--- config.mk ---
export PLATFORM = sky130hd
export DESIGN_NAME = trcd_front
export DESIGN_NICKNAME = d
export VERILOG_FILES = /design/src/rtl/trcd_pkg.sv /design/src/rtl/trcd_front.sv
export SDC_FILE = /design/constraint.sdc
export NUM_CORES = 1
export LEC_CHECK = 0
export BUFFER_PORTS_ARGS = -buffer_cell sky130_fd_sc_hd__buf_2
export CAP_MARGIN = 10
export CELL_PAD_IN_SITES_DETAIL_PLACEMENT = 1
export CELL_PAD_IN_SITES_GLOBAL_PLACEMENT = 1
export CORE_MARGIN = 2
export CORE_UTILIZATION = 29
export DETAILED_ROUTE_END_ITERATION = 10
export PLACE_DENSITY = 0.79
export SKIP_CTS_REPAIR_TIMING = 1
export SLEW_MARGIN = 40
export SYNTH_ARGS = -nofsm -noshare
export SYNTH_HDL_FRONTEND = slang
export SYNTH_SLANG_ARGS = --single-unit
--- constraint.sdc ---
create_clock -name clk_i -period 4.4 [get_ports clk_i]
set_clock_uncertainty 0.1 [all_clocks]
set_input_delay 0.88 -clock clk_i [delete_from_list [all_inputs] [get_ports clk_i]]
set_output_delay 0.88 -clock clk_i [all_outputs]
set_load 0.01 [all_outputs]
--- src/rtl/trcd_pkg.sv ---
// Package for the result cache directory: widths, op and register codes.
// Used by the front, queue, back and top modules; depends on nothing.
package trcd_pkg;

  localparam int unsigned EntriesDef = 32;
  localparam int unsigned LenLimit   = 16 * 1024;
  localparam logic [7:0]  TtlReset   = 8'd5;
  localparam logic [14:0] MaxLenReset = 15'd16384;

  localparam logic [1:0] OP_LOOKUP     = 2'd0;
  localparam logic [1:0] OP_STORE      = 2'd1;
  localparam logic [1:0] OP_INVALIDATE = 2'd2;

  localparam logic REG_TTL    = 1'b0;
  localparam logic REG_MAXLEN = 1'b1;

  localparam int unsigned InW  = 152;
  localparam int unsigned OutW = 21;

  typedef struct packed {
    logic [1:0]  op;
    logic [31:0] now;
    logic [63:0] city;
    logic [31:0] user_id;
    logic        is_operator;
    logic        is_archived;
    logic [19:0] payload_len;
  } req_t;

  typedef enum logic [1:0] {
    ST_IDLE,
    ST_SCAN,
    ST_WRITE,
    ST_DONE
  } exec_state_e;

endpackage

--- src/rtl/trcd_front.sv ---
// Front part: accepts request words, decodes fields, applies the length check.
// Depends on trcd_pkg; feeds the request queue.
module trcd_front (
  input  logic                clk_i,
  input  logic                rst_ni,
  input  logic                in_valid_i,
  output logic                in_ready_o,
  input  logic [159:0]        in_data_i,
  input  logic [14:0]         max_len_i,
  output logic                q_valid_o,
  input  logic                q_ready_i,
  output trcd_pkg::req_t      q_req_o
);

  trcd_pkg::req_t req_d, req_q;
  logic           vld_q;
  logic           len_ok;

  always_comb begin
    req_d.op          = in_data_i[1:0];
    req_d.now         = in_data_i[33:2];
    req_d.city        = in_data_i[97:34];
    req_d.user_id     = in_data_i[129:98];
    req_d.is_operator = in_data_i[130];
    req_d.is_archived = in_data_i[131];
    req_d.payload_len = in_data_i[151:132];
    len_ok = (req_d.payload_len < {5'd0, max_len_i}) &&
             (req_d.payload_len < 20'(trcd_pkg::LenLimit));
    // A rejected store becomes an unused code so the back part writes nothing.
    if (req_d.op == trcd_pkg::OP_STORE && !len_ok) req_d.op = 2'd3;
  end

  assign in_ready_o = !vld_q || q_ready_i;
  assign q_valid_o  = vld_q;
  assign q_req_o    = req_q;

  always_ff @(posedge clk_i or negedge rst_ni) begin
    if (!rst_ni) begin
      vld_q <= 1'b0;
    end else if (in_ready_o) begin
      vld_q <= in_valid_i;
    end
  end

  always_ff @(posedge clk_i) begin
    if (in_ready_o && in_valid_i) req_q <= req_d;
  end

endmodule

==> summary.txt <==
Routing
  – Post-route DRC: 0
  – Antenna viol nets, final: 0
  – Via Count: 3331
  – Via/cell ratio: 4.20
  – Overall routed net length: 14700 um
  – Initial DRC Count: 115
  – Iteration count of the initial detailed-routing pass: 4
  – Routed len/inst: 18.5 um

Finish
  – Final design area excluding fillers: 0.00757 mm^2
  – Final non-filler cell total: 794
  – Area growth from synthesis to final layout: 51.3%
  – # nets final: 749
  – Share of final-layout standard cells stronger than drive strength 1: 0.633
  – Layout fillers: 1810
  – N_diodes: 0

Setup path
  – Worst EP arrival: 1.29 ns
  – Crit path max fanout: 3
  – Highest cell delay on the worst timing path: 0.16 ns
  – Launching element type of the critical path: primary input
  – Setup Crit Path Kind: primary input to primary output
  – Most common cell type on the critical path: sky130_fd_sc_hd__buf_2
  – Required time of the critical path: 3.42 ns
  – Max stage delay cell, worst path: sky130_fd_sc_hd__nand2b_1
  – Type of element capturing the critical path: primary output
  – CP Cell Sequence: buf_2 > nand2b_1 > buf_2
  – Crit-path leading delay family: buffers and inverters
  – Number of buffer and inverter stages on the critical path: 2

Timing
  – Final-report hold violation count: 0
  – Final setup margin: 2.13 ns
  – Shortest period the worst path allows: 2.27 ns
  – Fin crit share: 0.516
  – RSZ-0062 raised after global routing: false
  – Slew Limit Headroom: 0.556
  – Final setup violation count: 0
  – Maximum operating frequency: 0.441 GHz
  – Total negative setup slack: 0 ns
  – Fin. max-slew vios: 0
  – Transition time at the pin with the least slew margin: 0.666 ns
  – Worst Hold Margin: 0.134 ns

Global routing
  – First-pass GRT wire length: 20900 um
  – Number of antenna violations at the first check in global routing: 1
  – Overall overflow remaining after global route: 0
  – Combined global-route utilization of all metal layers: 0.158
  – Vias in the first global route: 3527
  – Maximum number of pins on one net before global-route repair: 78

Synthesis
  – Number of warnings issued by yosys: 0
  – Top cells by area in the synthesized netlist: sky130_fd_sc_hd__edfxtp_1, sky130_fd_sc_hd__ha_1, sky130_fd_sc_hd__inv_1
  – Average cell area after synthesis: 23.6 um^2
  – Number of cells produced by synthesis: 212
  – Cell variety after synth: 22
  – FF+latch count, synth: 153
  – Top cell type's share of synthesized area: 0.912
  – Post-synthesis sequential area ratio: 0.917
  – Largest area contributor in the synthesized netlist: sky130_fd_sc_hd__edfxtp_1
  – Synthesized Nets: 405
  – Synthesized cell area: 0.00500 mm^2

Floorplanning
  – Die Y: 135 um
  – Number of placed I/O pins: 333
  – X dimension of the die: 135 um
  – Floorplan die area: 0.0183 mm^2
  – Initial Utilization: 0.293
  – Area of the core: 0.0171 mm^2
  – Count of standard-cell rows: 48

Placement
  – Final Wtd Congestion: 0.825
  – Placed standard-cell area: 0.00693 mm^2
  – Total instance count after detailed placement: 762
  – Number of buffers added on ports: 324
  – Post-DP HPWL: 11600 um
  – Post-Place Worst Slack: 1.72 ns

Status
  – Run status: completed

Flow run
  – Count of max-cap constraint violations: 0

Clocking
  – Number of clock buffers inserted by TritonCTS: 17
  – Clock-pin transition on the worst setup and hold timing paths: 0.06 ns
  – Skew-Pair Late Insertion Delay: 0.41 ns
  – Clock Path Buffers: 2
  – Total number of H-tree levels: 4
  – Clk sink count: 153
  – Root buf cell: sky130_fd_sc_hd__clkbuf_16
  – CTS tree: yes

Power and ir drop
  – Worst vdd ir: 241 uV
  – Leakage power summed over all cells: 0.00329 uW
  – Power density cells: 472 mW/mm^2

Worst hold path
  – Min-Delay Path Class: primary input to asynchronous set/reset pin
worst paths after layout:
path                            from           to  slack [ns]  depth (start not counted)
max reg2reg                q_valid_o  q_req_o[19]        2.29                          3
min reg2reg                q_valid_o    q_valid_o        0.49                          2
min                           rst_ni    q_valid_o        0.13                          1
max                        q_ready_i   in_ready_o        2.13                          3
min in group clk_i         q_valid_o    q_valid_o        0.49                          2
max in group asynchronous     rst_ni    q_valid_o        3.98                          1
sequential cells by signal, summed over array words and instances, names as in the netlist:
signal     flops
q_valid_o      1
q_req_o      152
per-stage QoR:
step / utilization / total power [uW]
finish: 0.444 / 3570
global route: 0.444 / 3700
CTS: 0.444 / 3620
detailed placement: 0.406 / 2030
global placement: 0.406 / 2020
floorplan: - / 1850
layout by cell type (no fill, tap or decap), drive strengths merged, types with 3 or more instances in the layout:
cell    instances
nand2           3
nand2b          3
bufinv          4
buf           326
edfxtp        152
clkbuf         20
inv            20
a21oi           6
ha             14
where the power goes:
part	switching, uW	total (uW)	internal, uW	leakage (uW)
Clock	595	1570	978	0.000304
Combinational	155	274	119	0.00153
Sequential	21.1	1720	1700	0.00146
synthesized netlist by cell type:
| master | number |
|---|---|
| sky130_fd_sc_hd__a21oi_1 | 6 |
| sky130_fd_sc_hd__nor4_1 | 2 |
| sky130_fd_sc_hd__and2_1 | 1 |
| sky130_fd_sc_hd__nor2_1 | 2 |
| sky130_fd_sc_hd__nor3_1 | 2 |
| sky130_fd_sc_hd__o22ai_1 | 1 |
| sky130_fd_sc_hd__edfxtp_1 | 152 |
| sky130_fd_sc_hd__nor3b_2 | 1 |
| sky130_fd_sc_hd__nand2b_1 | 2 |
| sky130_fd_sc_hd__dfrtp_1 | 1 |
| sky130_fd_sc_hd__inv_1 | 15 |
| sky130_fd_sc_hd__o211ai_1 | 1 |
| sky130_fd_sc_hd__a2111o_1 | 1 |
| sky130_fd_sc_hd__clkbuf_1 | 1 |
| sky130_fd_sc_hd__a31oi_1 | 1 |
| sky130_fd_sc_hd__nand2_1 | 3 |
| sky130_fd_sc_hd__nand3_1 | 1 |
| sky130_fd_sc_hd__or2_2 | 1 |
| sky130_fd_sc_hd__o21ai_0 | 2 |
| sky130_fd_sc_hd__and4_1 | 1 |
| sky130_fd_sc_hd__nand2b_4 | 1 |
| sky130_fd_sc_hd__ha_1 | 14 |
area by class of cell:
cell class              count  area, um^2  share of cell area
clock inverters            12         190              0.0251
clock buffers              20         447              0.0590
repair buffers            326        1650               0.218
multi-input cells          43         355              0.0469
inverters                  15        56.3             0.00744
flip-flops and latches    153        4590               0.606
well taps                 225         282              0.0372
per-layer routing:
| metal | up-vias | track usage | share of wire |
|---|---|---|---|
| li1 | 1521 | - | - |
| met1 | 1599 | 0.164 | 0.35 |
| met2 | 187 | 0.279 | 0.54 |
| met3 | 22 | 0.0700 | 0.097 |
| met4 | 2 | 0.0619 | 0.019 |
| met5 | - | 0 | 0.00088 |
kinds of logic (layout without fill, tap and decap cells):
| kind of cell | Yosys count | after routing | share of synthesized area |
|---|---|---|---|
| flops | 153 | 153 | 0.917 |
| buf+inv | 16 | 373 | 0.0120 |
| compound gates | 12 | 12 | 0.0143 |
| simple gates | 17 | 17 | 0.0213 |
| fa+ha+maj | 14 | 14 | 0.0350 |
Power figures use the tool's default switching activity.
