### config.mk
export PLATFORM = sky130hd
export DESIGN_NAME = trcd_queue
export DESIGN_NICKNAME = d
export VERILOG_FILES = /design/src/rtl/trcd_pkg.sv /design/src/rtl/trcd_queue.sv
export SDC_FILE = /design/constraint.sdc
export NUM_CORES = 1
export LEC_CHECK = 0
export CAP_MARGIN = 0
export CORE_ASPECT_RATIO = 1.1
export CORE_MARGIN = 2
export CORE_UTILIZATION = 67
export DETAILED_ROUTE_END_ITERATION = 10
export DONT_BUFFER_PORTS = 1
export MAX_ROUTING_LAYER = met4
export PLACE_DENSITY = 0.85
export SLEW_MARGIN = 0
export SYNTH_ARGS = -nofsm -noshare
export SYNTH_HDL_FRONTEND = slang
export SYNTH_SLANG_ARGS = --single-unit
### constraint.sdc
create_clock -name clk_i -period 18.24 [get_ports clk_i]
set_input_delay 0 -clock clk_i [delete_from_list [all_inputs] [get_ports clk_i]]
set_output_delay 0 -clock clk_i [all_outputs]
set_load 0.02 [all_outputs]
### src/rtl/trcd_pkg.sv
// Package for the result cache directory: widths, op and register codes.
// Used by the front, queue, back and top modules; depends on nothing.
package trcd_pkg;

  localparam int unsigned EntriesDef = 32;
  localparam int unsigned LenLimit   = 16 * 1024;
  localparam logic [7:0]  TtlReset   = 8'd5;
  localparam logic [14:0] MaxLenReset = 15'd16384;

  localparam logic [1:0] OP_LOOKUP     = 2'd0;
  localparam logic [1:0] OP_STORE      = 2'd1;
  localparam logic [1:0] OP_INVALIDATE = 2'd2;

  localparam logic REG_TTL    = 1'b0;
  localparam logic REG_MAXLEN = 1'b1;

  localparam int unsigned InW  = 152;
  localparam int unsigned OutW = 21;

  typedef struct packed {
    logic [1:0]  op;
    logic [31:0] now;
    logic [63:0] city;
    logic [31:0] user_id;
    logic        is_operator;
    logic        is_archived;
    logic [19:0] payload_len;
  } req_t;

  typedef enum logic [1:0] {
    ST_IDLE,
    ST_SCAN,
    ST_WRITE,
    ST_DONE
  } exec_state_e;

endpackage

### src/rtl/trcd_queue.sv
// Two-entry request queue between front and back parts.
// Depends on trcd_pkg for the request type.
module trcd_queue (
  input  logic           clk_i,
  input  logic           rst_ni,
  input  logic           wr_valid_i,
  output logic           wr_ready_o,
  input  trcd_pkg::req_t wr_req_i,
  output logic           rd_valid_o,
  input  logic           rd_ready_i,
  output trcd_pkg::req_t rd_req_o
);

  trcd_pkg::req_t mem_q [2];
  logic           wp_q, rp_q;
  logic [1:0]     cnt_q;

  assign wr_ready_o = cnt_q != 2'd2;
  assign rd_valid_o = cnt_q != 2'd0;
  assign rd_req_o   = mem_q[rp_q];

  always_ff @(posedge clk_i or negedge rst_ni) begin
    if (!rst_ni) begin
      wp_q <= 1'b0;
      rp_q <= 1'b0;
      cnt_q <= 2'd0;
    end else begin
      if (wr_valid_i && wr_ready_o) wp_q <= !wp_q;
      if (rd_valid_o && rd_ready_i) rp_q <= !rp_q;
      cnt_q <= cnt_q + 2'(wr_valid_i && wr_ready_o) - 2'(rd_valid_o && rd_ready_i);
    end
  end

  always_ff @(posedge clk_i) begin
    if (wr_valid_i && wr_ready_o) mem_q[wp_q] <= wr_req_i;
  end

endmodule

==> run_results.csv, run 1 <==
group,metric,value,unit
status,outcome,"aborted with a tool error",
status,lastStage,"clock tree synthesis (4_1_cts)",
status,stop_error,"[ERROR RSZ-0060] Max buffer count reached.",
synth,synth_edf_count,304,
synth,yosys_register_bits,308,
placed_design,io_buffers,0,
clock_tree,root_buffer,"clkbuf_16",
placed_design,gp_congestion,0.7794,
clock_tree,cts.sinks,308,
synth,synth_top_area_cell,"edfxtp_1",
synth,async_flop_share,1.299,%
clock_tree,cts_hold_buf,149,
synth,synth_area_leaders,"edfxtp_1 80%, mux2_4 9.2%, mux2_2 8.1%",
clock_tree,clk_path_buf_depth,3,
synth,ys.flop_type,"edfxtp_1",
synth,postSynthAreaPerCell,23.16,µm²
floorplan,die_h,141.2,µm
floorplan,die_width,128.7,µm
placed_design,hpwl,12.93,mm
clock_tree,numCtsBuffers,28,
synth,netlist_area,11470,µm²
synth,ys_top_cells_by_count,"304 x edfxtp_1, 82 x mux2_2, 70 x mux2_4",
synth,netlist_instances,495,
synth,ys_seq_area_share,80.49,%
synth,yosysWarningCount,0,
clock_tree,cts_resized,0,
synth,yosysMostFrequentCell,"edfxtp_1",
synth,synth_fp_nets,652,
synth,synth_top_area_share,79.62,%
floorplan,ios,310,
floorplan,start_util,67.88,%
synth,synth_cell_types,19,
clock_tree,h-tree-depth,1,
clock_tree,cts_setup_buffers,0,
floorplan,rows,50,
[through the flow]
stage          hold slack (ns)  cells  utilization, %  worst slack (ns)  cell area (µm²)
2_1_floorplan          -0.2956    495               -             10.48            11470
3_3_place_gp           -0.2954    691           68.90             14.82            11640
3_5_place_dp           -0.2954    691           68.90             14.67            11640
[cell families after synthesis]
kind of cell,after synthesis,synth area share [%]
buffers and inverters,17,1.233
adder cells (fa/ha/maj),1,0.1091
flip-flops,308,80.49
AND/OR/NAND/NOR,11,0.5130
multiplexers,152,17.22
XOR/XNOR,3,0.2292
AO/OA/AOI/OAI,3,0.2073
==> run 2, diff against run 1 <==
--- a/config.mk
+++ b/config.mk
@@ -6,13 +6,11 @@
 export NUM_CORES = 1
 export LEC_CHECK = 0
 export CAP_MARGIN = 0
-export CORE_ASPECT_RATIO = 1.1
 export CORE_MARGIN = 2
-export CORE_UTILIZATION = 67
+export CORE_UTILIZATION = 40
 export DETAILED_ROUTE_END_ITERATION = 10
 export DONT_BUFFER_PORTS = 1
-export MAX_ROUTING_LAYER = met4
-export PLACE_DENSITY = 0.85
+export PLACE_DENSITY_LB_ADDON = 0.15
 export SLEW_MARGIN = 0
 export SYNTH_ARGS = -nofsm -noshare
 export SYNTH_HDL_FRONTEND = slang
==> run_results.csv, run 2 <==
group,metric,value,unit
finish,layout_commonest_cell,"edfxtp_1",
synth,synthMuxAreaShare,17.22,%
timing,rsz0062_at_grt,"no",
critical_path,worstPathArrival,3.86,ns
timing,setup_viol,0,
clock_tree,cts_tree,"yes",
synth,postSynthAreaPerCell,23.16,µm²
synth,yosysMostFrequentCell,"edfxtp_1",
timing,fin_crit,3.734,ns
route,drt_wl_total,21.70,mm
finish,finalNetCount,833,
clock_tree,clkTransAtPathRegs,0.06,ns
timing,fin_crit_sh,20.47,%
power_and_ir_drop,p_sw,0.0007544,W
critical_path,worstSetupEndpointType,"flop",
clock_tree,clk_path_buf_depth,3,
min_path,hold_path_class,"input pin to flop",
floorplan,coreArea,28010,µm²
synth,async_flop_share,1.299,%
status,outcome,"finished clean",
flow_run,cap_violations,0,
synth,synth_cell_types,19,
floorplan,die_width,173.3,µm
finish,regMostFlops,"mem_q",
floorplan,rows,61,
power_and_ir_drop,p_sw_share,31.75,%
finish,layout-drive-gt1-share,29.80,%
clock_tree,cts_hold_buf,156,
grt,grt-ovfl-total,0,
floorplan,start_util,40.93,%
min_path,whs_path_depth,3,
synth,synth_top_family_by_area,"multiplexers",
synth,synth-compound-area-share,0.2073,%
clock_tree,numCtsBuffers,34,
power_and_ir_drop,p_leak,5.020,nW
critical_path,reg2regPathDepth,5,
critical_path,crit_path_start_kind,"flop",
floorplan,dieArea,30030,µm²
placed_design,io_buffers,0,
synth,synth_edf_count,304,
timing,hold_viol,0,
synth,synth_top_area_share,79.62,%
timing,setup_tns,0,ns
synth,yosys_register_bits,308,
grt,antenna_found_initial,2,
synth,ys.flop_type,"edfxtp_1",
route,ant_nets,0,
synth,yosysWarningCount,0,
route,drt-vias-per-instance,4.814,
critical_path,critical_path_class,"flop to flop",
synth,yosys.area_share.simple,0.5129,%
placed_design,gp_congestion,0.7223,
finish,largest_reg_flops,304,
synth,synth-adder-area-share,0.1091,%
grt,grt_max_degree,85,
route,first_iter_violations,229,
timing,slew_violations,0,
clock_tree,root_buffer,"clkbuf_16",
route,drc_errors,0,
route,drtPass1Iterations,4,
clock_tree,insertion_delay,0.50,ns
power_and_ir_drop,pwr-share-comb,29.6,%
finish,fin_area,14500,µm²
clock_tree,cts.sinks,308,
synth,synth_top_area_cell,"edfxtp_1",
synth,synth_fp_nets,652,
synth,synth_area_leaders,"edfxtp_1 80%, mux2_4 9.2%, mux2_2 8.1%",
clock_tree,h-tree-depth,2,
clock_tree,cts_setup_buffers,0,
grt,grt_util_all_layers,13.93,%
floorplan,die_h,173.3,µm
finish,reg_top3,"mem_q x304, cnt_q x2",
power_and_ir_drop,p_per_area,163.9,nW/µm²
finish,area_growth,26.43,%
synth,ys_seq_area_share,80.49,%
floorplan,ios,310,
critical_path,crit_top_cell,"buf_4",
route,via_count,5190,
critical_path,r2r_slack,14.51,ns
critical_path,crit_path_top_delay_cell,"nor2_4",
timing,tightest_slew,1.194,ns
power_and_ir_drop,clock_power_share,27.3,%
placed_design,hpwl,13.73,mm
synth,synth_xor_area_share,0.2292,%
timing,skew,0.02145,ns
critical_path,cpPeakStageDelay,0.84,ns
synth,netlist_instances,495,
timing,relSlewSlack,20.43,%
power_and_ir_drop,p_int,0.001621,W
critical_path,crit_fanout,67,
power_and_ir_drop,p_seq_share,43.1,%
clock_tree,cts_resized,0,
finish,final_cell_mix,"304 x edfxtp_1, 156 x dlygate4sd3_1, 82 x mux2_2, 70 x mux2_4, 37 x clkbuf_16",
placed_design,placedInstanceArea,11860,µm²
synth,netlist_area,11470,µm²
grt,grt_pass1_vias,5700,
critical_path,path_cells,"nand2b_1 > nand2_1 > nor2_4 > buf_4 > buf_4",
critical_path,worstPathRequired,18.36,ns
synth,ys_top_cells_by_count,"304 x edfxtp_1, 82 x mux2_2, 70 x mux2_4",
grt,grt_pass1_wl,32.42,mm
route,wl_per_cell,20.13,µm
power_and_ir_drop,ir_drop,112.0,µV
timing,max_freq,267.8,MHz
-- run 2: cell families after synthesis --
logic type | after synthesis
flip-flops | 308
adder cells (fa/ha/maj) | 1
AND/OR/NAND/NOR | 11
AO/OA/AOI/OAI | 3
multiplexers | 152
buffers and inverters | 17
XOR/XNOR | 3
-- run 2: worst paths after layout --
check	startpoint	endpoint
max	cnt_q[0]	mem_q[0][19]
min	rd_ready_i	cnt_q[1]
max reg2reg	cnt_q[0]	mem_q[0][19]
min reg2reg	wp_q	wp_q
max in group asynchronous	rst_ni	rp_q
min in group asynchronous	rst_ni	wp_q
-- run 2: power by group through the flow --
stage | combinational [W] | sequential [W] | clock, W
4_1_cts | 0.000718 | 0.00103 | 0.000666
3_5_place_dp | 0.000684 | 0.00104 | 0
5_1_grt | 0.000743 | 0.00104 | 0.000695
3_3_place_gp | 0.000678 | 0.00103 | 0
6_report | 0.000704 | 0.00102 | 0.000647
2_1_floorplan | 0.000606 | 0.00104 | 0
-- run 2: metrics by stage --
step	setup slack (ns)	util, %	std cells	hold WS [ns]	power, W
finish	14.51	51.75	1078	0.07999	0.002376
global route	14.14	51.75	1078	0.1005	0.002478
floorplan	10.48	-	495	-0.2956	0.001647
detailed placement	14.42	42.34	862	-0.2955	0.001725
CTS	14.41	51.74	1076	0.05308	0.002409
global placement	14.56	42.34	862	-0.2955	0.001710
-- run 2: cell type report --
class | count | area (µm²)
fillers | 2220 | 13510
flip-flops and latches | 308 | 9233
multi-input cells | 170 | 2108
repair buffers | 162 | 1607
clock buffers | 46 | 959.7
well taps | 378 | 473.0
clock inverters | 12 | 111.4
diodes | 2 | 5.005
-- run 2: layer usage --
metal | up-vias | GRT usage, % | share of wire [%]
met5 | - | 0 | 0
met4 | 0 | 5.614 | 2.9
met3 | 41 | 6.798 | 12
met2 | 235 | 23.30 | 49
met1 | 2569 | 15.18 | 36
li1 | 2345 | - | -
-- run 2: worst max-delay path: cells and delay by family (launching register included) --
| family | cells | cell delay [ns] |
|---|---|---|
| DFF | 1 | 0.43 |
| and+or+nand+nor | 3 | 1.31 |
| buffers and inverters | 2 | 1.49 |
(Power assumes the default switching activity.)
